`config.mk`:
```
export PLATFORM = sky130hd
export DESIGN_NAME = pid_measurement_filtered_flat
export DESIGN_NICKNAME = d
export VERILOG_FILES = /design/src/rtl/pmf_pkg.sv /design/src/rtl/pmf_if.sv /design/src/rtl/pmf_mul.sv /design/src/rtl/pid_measurement_filtered.sv /design/src/flat_wrapper.sv
export SDC_FILE = /design/constraint.sdc
export NUM_CORES = 2
export LEC_CHECK = 0
export BUFFER_PORTS_ARGS = -buffer_cell sky130_fd_sc_hd__buf_2
export CAP_MARGIN = 20
export CORE_ASPECT_RATIO = 1.1
export CORE_MARGIN = 8
export CORE_UTILIZATION = 30
export CTS_CLUSTER_SIZE = 24
export DETAILED_ROUTE_END_ITERATION = 8
export GPL_ROUTABILITY_DRIVEN = 0
export GPL_TIMING_DRIVEN = 0
export PLACE_DENSITY = 0.46
export SLEW_MARGIN = 30
export SYNTH_ARGS = -nofsm -noshare
export SYNTH_HDL_FRONTEND = slang
export SYNTH_HIERARCHICAL = 1
export SYNTH_SLANG_ARGS = --single-unit
```
`constraint.sdc`:
```
create_clock -name clk -period 20.6 [get_ports clk]
set_input_delay 1.03 -clock clk [delete_from_list [all_inputs] [get_ports clk]]
set_output_delay 1.03 -clock clk [all_outputs]
set_load 0.02 [all_outputs]
```
`src/rtl/pmf_pkg.sv`:
```
`timescale 1ns / 1ps

package pmf_pkg;

	// Configuration port
	localparam int APB_AW = 5;

	// Multiplier first operand: a 32-bit signed gain or the 17-bit filter weight
	localparam int GAIN_W = 33;

	// Filter weight, unsigned Q1.16 (WEIGHT_ONE is 1.0)
	localparam int WEIGHT_BITS = 16;
	localparam logic [16:0] WEIGHT_ONE = 17'd65536;

	typedef enum logic [2:0] {
		REG_PROP    = 3'd0,
		REG_INTEG   = 3'd1,
		REG_DERIV   = 3'd2,
		REG_WEIGHT  = 3'd3,
		REG_PERIOD  = 3'd4,
		REG_DMIN    = 3'd5,
		REG_DMAX    = 3'd6,
		REG_VARIANT = 3'd7
	} reg_idx_t;

	// Scaling applied after a product
	typedef enum logic [1:0] {
		SH_FRAC,
		SH_HALF,
		SH_WEIGHT
	} shift_sel_t;

	typedef struct packed {
		logic       start;
		shift_sel_t sh;
	} mul_req_t;

	typedef enum logic [1:0] {
		MP_IDLE,
		MP_LO,
		MP_HI,
		MP_FIN
	} mul_phase_t;

	typedef enum logic [4:0] {
		ST_IDLE,
		ST_CHECK,
		ST_ERR,
		ST_DMEAS,
		ST_M_INT,
		ST_W_INT,
		ST_M_PROP,
		ST_W_PROP,
		ST_CLAMP_S,
		ST_FDIFF,
		ST_M_FILT,
		ST_W_FILT,
		ST_M_DER,
		ST_W_DER,
		ST_ADD,
		ST_PDIFF,
		ST_SUBF,
		ST_CLAMP_OUT,
		ST_DONE
	} pid_state_t;

endpackage

```
`src/rtl/pmf_if.sv`:
```
`timescale 1ns / 1ps

interface pmf_in_if;
	logic              valid;
	logic              ready;
	logic [31:0]       now_ms;
	logic signed [31:0] target;
	logic signed [31:0] measured;

	modport source(output valid, now_ms, target, measured, input ready);
	modport sink(input valid, now_ms, target, measured, output ready);
endinterface

interface pmf_out_if;
	logic              valid;
	logic              ready;
	logic signed [31:0] drive;
	logic              stepped;

	modport source(output valid, drive, stepped, input ready);
	modport sink(input valid, drive, stepped, output ready);
endinterface

```
`src/rtl/pmf_mul.sv`:
```
`timescale 1ns / 1ps

module pmf_mul import pmf_pkg::*; #(
	parameter int DW = 32,
	parameter int FB = 16
) (
	input  logic                    clk,
	input  logic                    arst_n,
	input  mul_req_t                req,
	input  logic signed [GAIN_W-1:0] a,
	input  logic signed [DW:0]      b,
	output logic signed [DW-1:0]    res,
	output logic                    done
);

	localparam int BW  = DW + 1;
	localparam int H   = (BW + 1) / 2;
	localparam int CW  = H + 1;
	localparam int PPW = GAIN_W + CW;
	localparam int PW  = GAIN_W + BW;
	localparam logic signed [PW-1:0] RMAX = {{(PW-DW+1){1'b0}}, {(DW-1){1'b1}}};
	localparam logic signed [PW-1:0] RMIN = ~RMAX;

	mul_phase_t              phase_q, phase_d;
	logic signed [GAIN_W-1:0] a_q;
	logic signed [BW-1:0]    b_q;
	shift_sel_t              sh_q;
	logic signed [PW-1:0]    acc_q;
	logic signed [DW-1:0]    res_q;
	logic                    done_q;
	logic                    take, ld_lo, ld_hi, fin;
	logic signed [CW-1:0]    chunk;
	logic signed [PPW-1:0]   prod;
	logic signed [PW-1:0]    shifted;
	logic signed [DW-1:0]    sat_res;

	// Advance through low half, high half and scaling
	always_comb begin
		phase_d = phase_q;
		case (phase_q)
			MP_IDLE: if (req.start) phase_d = MP_LO;
			MP_LO:   phase_d = MP_HI;
			MP_HI:   phase_d = MP_FIN;
			MP_FIN:  phase_d = MP_IDLE;
			default: phase_d = MP_IDLE;
		endcase
	end

	always_comb begin
		take  = 1'b0;
		ld_lo = 1'b0;
		ld_hi = 1'b0;
		fin   = 1'b0;
		case (phase_q)
			MP_IDLE: take  = req.start;
			MP_LO:   ld_lo = 1'b1;
			MP_HI:   ld_hi = 1'b1;
			MP_FIN:  fin   = 1'b1;
			default: take  = 1'b0;
		endcase
	end

	// Low half unsigned, high half signed
	always_comb begin
		if (phase_q == MP_LO) begin
			chunk = $signed({1'b0, b_q[H-1:0]});
		end else begin
			chunk = CW'($signed(b_q[BW-1:H]));
		end
	end

	assign prod = a_q * chunk;

	// Floor scaling then saturation to the data range
	always_comb begin
		case (sh_q)
			SH_FRAC:   shifted = acc_q >>> FB;
			SH_HALF:   shifted = acc_q >>> (FB + 1);
			SH_WEIGHT: shifted = acc_q >>> WEIGHT_BITS;
			default:   shifted = acc_q >>> FB;
		endcase
		if (shifted > RMAX) begin
			sat_res = RMAX[DW-1:0];
		end else if (shifted < RMIN) begin
			sat_res = RMIN[DW-1:0];
		end else begin
			sat_res = shifted[DW-1:0];
		end
	end

	always_ff @(posedge clk or negedge arst_n) begin
		if (!arst_n) begin
			phase_q <= MP_IDLE;
			done_q  <= 1'b0;
		end else begin
			phase_q <= phase_d;
			done_q  <= fin;
		end
	end

	// Hold operands, accumulate partial products
	always_ff @(posedge clk) begin
		if (take) begin
			a_q  <= a;
			b_q  <= b;
			sh_q <= req.sh;
		end
		if (ld_lo) acc_q <= PW'(prod);
		if (ld_hi) acc_q <= acc_q + (PW'(prod) <<< H);
		if (fin) res_q <= sat_res;
	end

	assign res  = res_q;
	assign done = done_q;

endmodule

```
`src/rtl/pid_measurement_filtered.sv`:
```
`timescale 1ns / 1ps
// Channel   Modport  Moves                                  Accepted when
// sample    sink     now_ms, target, measured               valid & ready
// result    source   drive, stepped                         valid & ready
// apb       slave    8 registers at 4*index, 32-bit data    psel & penable & pwrite
//
// One request at a time. A sample that causes no step goes straight to the result register;
// a control step (variant 0 or variant 1) runs four products on the one shared multiplier,
// each through issue, two partial products, scaling and hand-back, with the adds and
// clamps between them.
// Reset clears control state, configuration and the controller state at once.
// The result register holds until taken; a finished step waits in the final state for it.

module pid_measurement_filtered import pmf_pkg::*; #(
	parameter int DATA_WIDTH = 32,
	parameter int FRAC_BITS  = 16
) (
	input  logic              clk,
	input  logic              arst_n,
	pmf_in_if.sink            sample,
	pmf_out_if.source         result,
	input  logic              psel,
	input  logic              penable,
	input  logic              pwrite,
	input  logic [APB_AW-1:0] paddr,
	input  logic [31:0]       pwdata,
	output logic [31:0]       prdata,
	output logic              pready
);

	localparam int DW = DATA_WIDTH;
	localparam int EW = ((DW > 32) ? DW : 32) + 2;
	localparam logic signed [EW-1:0] DMAX_E = {{(EW-DW+1){1'b0}}, {(DW-1){1'b1}}};
	localparam logic signed [EW-1:0] DMIN_E = ~DMAX_E;
	localparam logic signed [EW-1:0] OMAX_E = {{(EW-31){1'b0}}, {31{1'b1}}};
	localparam logic signed [EW-1:0] OMIN_E = ~OMAX_E;

	function automatic logic signed [DW-1:0] sat_dw(input logic signed [EW-1:0] x);
		if (x > DMAX_E) return DMAX_E[DW-1:0];
		else if (x < DMIN_E) return DMIN_E[DW-1:0];
		else return x[DW-1:0];
	endfunction

	function automatic logic signed [31:0] sat_out(input logic signed [EW-1:0] x);
		if (x > OMAX_E) return OMAX_E[31:0];
		else if (x < OMIN_E) return OMIN_E[31:0];
		else return x[31:0];
	endfunction

	// Configuration registers
	logic signed [31:0] prop_q, integ_q, deriv_q, dmin_q, dmax_q;
	logic [16:0]        fw_q;
	logic [15:0]        period_q;
	logic               variant_q;

	// Controller state
	logic [31:0]          last_q;
	logic signed [DW-1:0] pe_q, pm_q, isum_q, drive_q, filt_q, pdrive_q;

	// Working registers
	pid_state_t           state_q, state_d;
	logic [31:0]          now_q;
	logic signed [DW-1:0] tgt_q, meas_q, err_q, dmeas_q, acc_q, x_q;
	logic                 stepped_q;

	// Result register
	logic                 out_valid_q;
	logic signed [31:0]   out_drive_q;
	logic                 out_stepped_q;

	logic                 cfg_wr, step, out_free;
	logic [31:0]          dt;
	logic signed [DW-1:0] lo_dw, hi_dw, cl_res, alu_a, alu_b, alu_res;
	logic signed [EW-1:0] alu_sum;
	logic                 alu_sub;
	logic                 we_err, we_dmeas, we_acc, we_x, we_filt, we_isum;
	logic                 we_chk, we_fin, out_load;
	logic [16:0]          w_eff;
	logic signed [DW:0]   esum;
	mul_req_t             mreq;
	logic signed [GAIN_W-1:0] mul_a;
	logic signed [DW:0]   mul_b;
	logic signed [DW-1:0] mul_res;
	logic                 mul_done;

	pmf_mul #(.DW(DW), .FB(FRAC_BITS)) u_mul (
		.clk    (clk),
		.arst_n (arst_n),
		.req    (mreq),
		.a      (mul_a),
		.b      (mul_b),
		.res    (mul_res),
		.done   (mul_done)
	);

	// Register writes and reads
	assign pready = 1'b1;
	assign cfg_wr = psel & penable & pwrite;

	always_ff @(posedge clk or negedge arst_n) begin
		if (!arst_n) begin
			prop_q    <= '0;
			integ_q   <= '0;
			deriv_q   <= '0;
			fw_q      <= WEIGHT_ONE;
			period_q  <= 16'd1;
			dmin_q    <= 32'sh8000_0000;
			dmax_q    <= 32'sh7fff_ffff;
			variant_q <= 1'b0;
		end else if (cfg_wr) begin
			case (reg_idx_t'(paddr[4:2]))
				REG_PROP:    prop_q    <= pwdata;
				REG_INTEG:   integ_q   <= pwdata;
				REG_DERIV:   deriv_q   <= pwdata;
				REG_WEIGHT:  fw_q      <= pwdata[16:0];
				REG_PERIOD:  period_q  <= pwdata[15:0];
				REG_DMIN:    dmin_q    <= pwdata;
				REG_DMAX:    dmax_q    <= pwdata;
				REG_VARIANT: variant_q <= pwdata[0];
				default:     variant_q <= variant_q;
			endcase
		end
	end

	always_comb begin
		case (reg_idx_t'(paddr[4:2]))
			REG_PROP:    prdata = prop_q;
			REG_INTEG:   prdata = integ_q;
			REG_DERIV:   prdata = deriv_q;
			REG_WEIGHT:  prdata = {15'b0, fw_q};
			REG_PERIOD:  prdata = {16'b0, period_q};
			REG_DMIN:    prdata = dmin_q;
			REG_DMAX:    prdata = dmax_q;
			REG_VARIANT: prdata = {31'b0, variant_q};
			default:     prdata = '0;
		endcase
	end

	// Shared add/subtract with saturation, and the clamp
	assign lo_dw   = sat_dw(EW'(dmin_q));
	assign hi_dw   = sat_dw(EW'(dmax_q));
	assign alu_sum = alu_sub ? (EW'(alu_a) - EW'(alu_b)) : (EW'(alu_a) + EW'(alu_b));
	assign alu_res = sat_dw(alu_sum);
	assign cl_res  = (acc_q > hi_dw) ? hi_dw : ((acc_q < lo_dw) ? lo_dw : acc_q);

	assign dt       = now_q - last_q;
	assign step     = dt >= {16'b0, period_q};
	assign w_eff    = (fw_q > WEIGHT_ONE) ? WEIGHT_ONE : fw_q;
	assign esum     = (DW+1)'(err_q) + (DW+1)'(pe_q);
	assign out_free = !out_valid_q || result.ready;

	// Sequence the step
	always_comb begin
		state_d = state_q;
		case (state_q)
			ST_IDLE:      if (sample.valid) state_d = ST_CHECK;
			ST_CHECK:     state_d = step ? ST_ERR : ST_DONE;
			ST_ERR:       state_d = ST_DMEAS;
			ST_DMEAS:     state_d = ST_M_INT;
			ST_M_INT:     state_d = ST_W_INT;
			ST_W_INT:     if (mul_done) state_d = ST_M_PROP;
			ST_M_PROP:    state_d = ST_W_PROP;
			ST_W_PROP:    if (mul_done) state_d = ST_CLAMP_S;
			ST_CLAMP_S:   state_d = variant_q ? ST_M_DER : ST_FDIFF;
			ST_FDIFF:     state_d = ST_M_FILT;
			ST_M_FILT:    state_d = ST_W_FILT;
			ST_W_FILT:    if (mul_done) state_d = variant_q ? ST_SUBF : ST_M_DER;
			ST_M_DER:     state_d = ST_W_DER;
			ST_W_DER:     if (mul_done) state_d = ST_ADD;
			ST_ADD:       state_d = variant_q ? ST_PDIFF : ST_CLAMP_OUT;
			ST_PDIFF:     state_d = ST_FDIFF;
			ST_SUBF:      state_d = ST_CLAMP_OUT;
			ST_CLAMP_OUT: state_d = ST_DONE;
			ST_DONE:      if (out_free) state_d = ST_IDLE;
			default:      state_d = ST_IDLE;
		endcase
	end

	// Steer operands and write enables for each state
	always_comb begin
		alu_a    = '0;
		alu_b    = '0;
		alu_sub  = 1'b0;
		we_err   = 1'b0;
		we_dmeas = 1'b0;
		we_acc   = 1'b0;
		we_x     = 1'b0;
		we_filt  = 1'b0;
		we_isum  = 1'b0;
		we_chk   = 1'b0;
		we_fin   = 1'b0;
		out_load = 1'b0;
		mreq     = '{start: 1'b0, sh: SH_FRAC};
		mul_a    = '0;
		mul_b    = '0;
		case (state_q)
			ST_CHECK: we_chk = 1'b1;
			ST_ERR: begin
				alu_a = tgt_q; alu_b = meas_q; alu_sub = 1'b1; we_err = 1'b1;
			end
			ST_DMEAS: begin
				alu_a = meas_q; alu_b = pm_q; alu_sub = 1'b1; we_dmeas = 1'b1;
			end
			ST_M_INT: begin
				mreq  = '{start: 1'b1, sh: SH_HALF};
				mul_a = GAIN_W'(integ_q);
				mul_b = esum;
			end
			ST_W_INT: begin
				alu_a = isum_q; alu_b = mul_res; we_acc = mul_done;
			end
			ST_M_PROP: begin
				mreq  = '{start: 1'b1, sh: SH_FRAC};
				mul_a = GAIN_W'(prop_q);
				mul_b = (DW+1)'(dmeas_q);
			end
			ST_W_PROP: begin
				alu_a = acc_q; alu_b = mul_res; alu_sub = 1'b1; we_acc = mul_done;
			end
			ST_CLAMP_S: we_isum = 1'b1;
			ST_FDIFF: begin
				alu_a = variant_q ? x_q : dmeas_q; alu_b = filt_q; alu_sub = 1'b1;
				we_x = 1'b1;
			end
			ST_M_FILT: begin
				mreq  = '{start: 1'b1, sh: SH_WEIGHT};
				mul_a = $signed({16'b0, w_eff});
				mul_b = (DW+1)'(x_q);
			end
			ST_W_FILT: begin
				alu_a = filt_q; alu_b = mul_res; we_filt = mul_done;
			end
			ST_M_DER: begin
				mreq  = '{start: 1'b1, sh: SH_FRAC};
				mul_a = GAIN_W'(deriv_q);
				mul_b = variant_q ? (DW+1)'(dmeas_q) : (DW+1)'(filt_q);
			end
			ST_W_DER: begin
				alu_a = isum_q; alu_b = mul_res; alu_sub = 1'b1; we_acc = mul_done;
			end
			ST_ADD: begin
				alu_a = drive_q; alu_b = acc_q; we_acc = 1'b1;
			end
			ST_PDIFF: begin
				alu_a = acc_q; alu_b = pdrive_q; alu_sub = 1'b1; we_x = 1'b1;
			end
			ST_SUBF: begin
				alu_a = acc_q; alu_b = filt_q; alu_sub = 1'b1; we_acc = 1'b1;
			end
			ST_CLAMP_OUT: we_fin = 1'b1;
			ST_DONE: out_load = out_free;
			default: we_chk = 1'b0;
		endcase
	end

	assign sample.ready = (state_q == ST_IDLE);

	always_ff @(posedge clk or negedge arst_n) begin
		if (!arst_n) begin
			state_q     <= ST_IDLE;
			out_valid_q <= 1'b0;
			stepped_q   <= 1'b0;
		end else begin
			state_q <= state_d;
			if (we_chk) stepped_q <= step;
			if (out_load) begin
				out_valid_q <= 1'b1;
			end else if (result.ready) begin
				out_valid_q <= 1'b0;
			end
		end
	end

	// Controller state: change only on a step
	always_ff @(posedge clk or negedge arst_n) begin
		if (!arst_n) begin
			last_q   <= '0;
			pe_q     <= '0;
			pm_q     <= '0;
			isum_q   <= '0;
			drive_q  <= '0;
			filt_q   <= '0;
			pdrive_q <= '0;
		end else begin
			if (we_isum) isum_q <= cl_res;
			if (we_filt) filt_q <= alu_res;
			if (we_fin) begin
				drive_q <= cl_res;
				if (variant_q) pdrive_q <= cl_res;
				pe_q   <= err_q;
				pm_q   <= meas_q;
				last_q <= now_q;
			end
		end
	end

	// Capture the request and hold intermediate values
	always_ff @(posedge clk) begin
		if (sample.valid && sample.ready) begin
			now_q  <= sample.now_ms;
			tgt_q  <= sat_dw(EW'(sample.target));
			meas_q <= sat_dw(EW'(sample.measured));
		end
		if (we_err) err_q <= alu_res;
		if (we_dmeas) dmeas_q <= alu_res;
		if (we_acc) acc_q <= alu_res;
		if (we_x) x_q <= alu_res;
		if (out_load) begin
			out_drive_q   <= sat_out(EW'(drive_q));
			out_stepped_q <= stepped_q;
		end
	end

	assign result.valid   = out_valid_q;
	assign result.drive   = out_drive_q;
	assign result.stepped = out_stepped_q;

	// Products come back only while the sequencer waits for one
	a_mul_wait: assert property (@(posedge clk) disable iff (!arst_n)
		mul_done |-> (state_q == ST_W_INT || state_q == ST_W_PROP ||
			state_q == ST_W_FILT || state_q == ST_W_DER))
		else $error("product returned outside a wait state");

	// A new result appears only from the final state
	a_out_src: assert property (@(posedge clk) disable iff (!arst_n)
		$rose(result.valid) |-> $past(state_q) == ST_DONE)
		else $error("result raised outside the final state");

	// After a step the integral sum lies within ordered limits
	a_isum_rng: assert property (@(posedge clk) disable iff (!arst_n)
		(state_q == ST_DONE && stepped_q && lo_dw <= hi_dw) |->
			(isum_q >= lo_dw && isum_q <= hi_dw))
		else $error("integral sum outside limits");

	// After a step the drive lies within ordered limits
	a_drive_rng: assert property (@(posedge clk) disable iff (!arst_n)
		(state_q == ST_DONE && stepped_q && lo_dw <= hi_dw) |->
			(drive_q >= lo_dw && drive_q <= hi_dw))
		else $error("drive outside limits");

endmodule
```
`src/flat_wrapper.sv`:
```
// flat-port wrapper written by rule: the top's interface ports become plain ports
module pid_measurement_filtered_flat import pmf_pkg::*;
#(
	parameter int DATA_WIDTH = 32,
	parameter int FRAC_BITS  = 16
)
  (clk, arst_n, psel, penable, pwrite, paddr, pwdata, prdata, pready, sample_valid, sample_now_ms, sample_target, sample_measured, sample_ready, result_valid, result_drive, result_stepped, result_ready);
  pmf_in_if sample_i ();
  pmf_out_if result_i ();
  input  logic clk;
  input  logic arst_n;
  input  logic psel;
  input  logic penable;
  input  logic pwrite;
  input  logic [APB_AW-1:0] paddr;
  input  logic [31:0] pwdata;
  output logic [31:0] prdata;
  output logic pready;
  input wire logic [$bits(sample_i.valid)-1:0] sample_valid;
  input wire logic [$bits(sample_i.now_ms)-1:0] sample_now_ms;
  input wire logic [$bits(sample_i.target)-1:0] sample_target;
  input wire logic [$bits(sample_i.measured)-1:0] sample_measured;
  output wire logic [$bits(sample_i.ready)-1:0] sample_ready;
  output wire logic [$bits(result_i.valid)-1:0] result_valid;
  output wire logic [$bits(result_i.drive)-1:0] result_drive;
  output wire logic [$bits(result_i.stepped)-1:0] result_stepped;
  input wire logic [$bits(result_i.ready)-1:0] result_ready;
  assign sample_i.valid = sample_valid;
  assign sample_i.now_ms = sample_now_ms;
  assign sample_i.target = sample_target;
  assign sample_i.measured = sample_measured;
  assign sample_ready = sample_i.ready;
  assign result_valid = result_i.valid;
  assign result_drive = result_i.drive;
  assign result_stepped = result_i.stepped;
  assign result_i.ready = result_ready;
  pid_measurement_filtered #(.DATA_WIDTH(DATA_WIDTH), .FRAC_BITS(FRAC_BITS)) u_core (.clk(clk), .arst_n(arst_n), .sample(sample_i), .result(result_i), .psel(psel), .penable(penable), .pwrite(pwrite), .paddr(paddr), .pwdata(pwdata), .prdata(prdata), .pready(pready));
endmodule
```
==> impl_metrics.py <==
metrics = {
    "setup_path": {
        "start_kind": "register",
        "crit_path_frequent_cell": "fa_1",
        "slowest_delay_ns": 0.75,
        "path_class": "register to register",
        "cp.arrival_ns": 12.87,
        "crit_path_end_kind": "register",
        "crit_fanout": 10,
        "cpMaxStageDelayCell": "fa_1",
        "worstPathRequired_ns": 21.07,
    },
    "timing": {
        "period_needed_ns": 12.40,
        "final-hold-violation-count": 0,
        "finalCritPeriodShare": 0.602,
        "clock_skew_ns": 0.0477,
        "drv_slew": 0,
        "fmax_ghz": 0.0806,
        "tns_ns": 0,
        "maxSlewHeadroom": 0.272,
        "fin_ws_ns": 8.20,
        "grt_setup_unrepaired": "no",
        "worstMarginPinSlew_ns": 1.09,
        "setup_violations": 0,
    },
    "finish": {
        "top_register": "u_core/u_mul/acc_q",
        "num-nets-final": 8182,
        "drive_gt1_frac": 0.106,
        "area_delta_synth_final_pct": 12.2,
        "nFillCells": 23000,
        "ff_latch_area_um2": 23000,
        "final_cell_count_no_fill": 10200,
        "finish.utilization": 0.338,
        "largest_register_ffs": 50,
        "multi_input_area_um2": 40400,
        "reg.largest.list": "u_core/u_mul/acc_q: 50 flops, u_core/u_mul/a_q: 33 flops, u_core/u_mul/b_q: 33 flops",
    },
    "synth": {
        "synth_edf_count": 407,
        "ys_top_cells_by_count": "825 x inv_1, 806 x nand2_1, 573 x fa_1",
        "ys_top_cells_by_area": "edfxtp_1 18%, fa_1 17%, dfrtp_1 14%",
        "yosys_warnings": 6,
        "syn-num-nets": 7926,
        "ys_seq_area_frac": 0.337,
        "syn_area_per_cell_um2": 9.93,
        "ys_ff_latch": 835,
        "syn_inst": 6859,
        "ys_types": 107,
        "synth-async-reset-ratio": 0.513,
        "synth_top_area_frac": 0.179,
        "synth.most_common_cell": "inv_1",
        "ys.flop_type": "edfxtp_1",
        "netlist_area_um2": 68100,
        "synth_top_cell_by_area": "edfxtp_1",
    },
    "clock_network": {
        "cts_resized": 0,
        "clock_sinks": 835,
        "cts_hold_buf": 0,
        "cts_tree": "done",
        "max-clock-path-buffers": 3,
        "clock-root-buffer": "clkbuf_16",
        "htreeDepth": 3,
        "clkTransAtPathRegs_ns": 0.06,
        "cts_setup_buffers": 0,
        "clk_latency_ns": 0.75,
        "cts_buffers": 94,
    },
    "grt": {
        "grt_pass1_vias": 55300,
        "grt_use_total": 0.218,
        "grt_overflow_total": 0,
        "grt_max_degree": 80,
        "grt_pass1_wl_um": 392000,
        "grt_antenna_before_repair": 21,
    },
    "route": {
        "routedWlPerCell_um": 26.9,
        "vias_per_cell": 5.33,
        "dr.pass1.iters": 9,
        "drt_iter0_drc": 5106,
        "drc": 2,
        "finalWirelength_um": 273000,
        "ant_nets": 0,
        "num_vias": 54200,
    },
    "placement": {
        "dpl.cell_count": 9979,
        "numPortBuffers": 138,
        "place_ws_ns": 8.25,
        "dp_hpwl_um": 221000,
    },
    "floorplanning": {
        "initial_core_util": 0.301,
        "die_w_um": 470,
        "core_um2": 226000,
        "rows": 183,
        "die-area_um2": 243000,
        "fp.dieH_um": 516,
        "io_pins": 208,
    },
    "hold_path": {
        "min_path_type": "primary input to asynchronous set/reset pin",
    },
    "run_status": {
        "status": "complete, but fails checks",
        "violations": "DRC",
    },
    "flow_run": {
        "cap_violations": 0,
    },
}
-- worst max-delay path: cells and delay by family (launching register included) --
kind | cells | cell delay (ns)
XOR/XNOR | 1 | 0.30
adder cells (fa/ha/maj) | 9 | 4.25
multiplexers | 1 | 0.10
AND/OR/NAND/NOR | 6 | 1.86
buffers and inverters | 8 | 2.35
flip-flops | 1 | 0.41
AO/OA/AOI/OAI | 13 | 2.80
-- placed cells by master (no fill, tap or decap), types with 17 or more instances in the layout --
master	netlist	routed
o21a_1	32	32
edfxtp_1	407	407
dfstp_2	34	34
and2_1	191	190
nand2_1	806	806
clkbuf_1	388	399
nand4_1	57	57
buf_2	22	161
a221oi_1	17	17
ha_1	354	352
dfrtp_1	394	394
clkbuf_16	0	95
inv_1	825	825
a222oi_1	91	91
nor4_1	22	22
o21bai_1	28	28
fa_1	573	573
xor2_1	76	76
a22oi_1	99	99
o211ai_1	27	27
o22ai_1	27	27
mux2i_1	199	196
a211oi_1	26	24
mux2_2	295	295
o21ai_0	300	297
a31oi_1	22	22
nand2b_1	43	43
xnor2_1	117	117
and3_1	47	46
a21oi_1	286	285
a21o_1	131	131
nor2_1	280	280
o31ai_1	20	20
maj3_1	31	31
buf_1	45	43
nor2b_1	37	36
nor3_1	72	65
a22o_1	21	21
nand3_1	188	188
-- metal layers --
layer	global-route usage	share of wire	vias up
met2	0.372	0.48	2159
li1	-	-	24000
met1	0.268	0.39	27500
met3	0.0306	0.061	534
met5	0	0.00038	-
met4	0.118	0.064	16
-- through the flow --
| step | area [um2] | hold WS, ns |
|---|---|---|
| after floorplan | 68100 | 0.426 |
| after global placement | 72500 | 0.438 |
| after detailed placement | 73200 | 0.440 |
| after CTS | 76400 | 0.189 |
| after global routing | 76400 | 0.250 |
| final | 76400 | 0.242 |
-- layout make-up --
cell class / count / share of cell area
plain buffers: 464 / 0.0240
diodes: 3 / 0.0000982
flip-flops and latches: 835 / 0.301
repair buffers: 160 / 0.0157
multi-input cells: 4731 / 0.528
clock buffers: 135 / 0.0349
inverters: 829 / 0.0407
well taps: 2960 / 0.0485
clock inverters: 42 / 0.00761
-- final timing paths --
check,start,end,slack [ns],cells after the start
max reg2reg,u_core/u_mul/phase_q[1],u_core/u_mul/acc_q[63],8.20,38
max,u_core/u_mul/phase_q[1],u_core/u_mul/acc_q[63],8.20,38
min,arst_n,u_core/last_q[2],0.24,1
min in group clk,sample_target[29],u_core/tgt_q[29],0.45,1
min reg2reg,u_core/err_q[22],u_core/pe_q[22],0.48,2
max in group asynchronous,arst_n,u_core/pe_q[16],18.77,4
-- logic make-up after synthesis --
family,share of synthesized area
mux,0.0783
fa+ha+maj,0.238
flops,0.337
xor+xnor,0.0251
simple gates,0.124
other cells,0.0000550
compound gates,0.125
buf+inv,0.0722
Power is not shown: default switching activity piles up to over one toggle a cycle in this logic, so the estimate is an artifact.
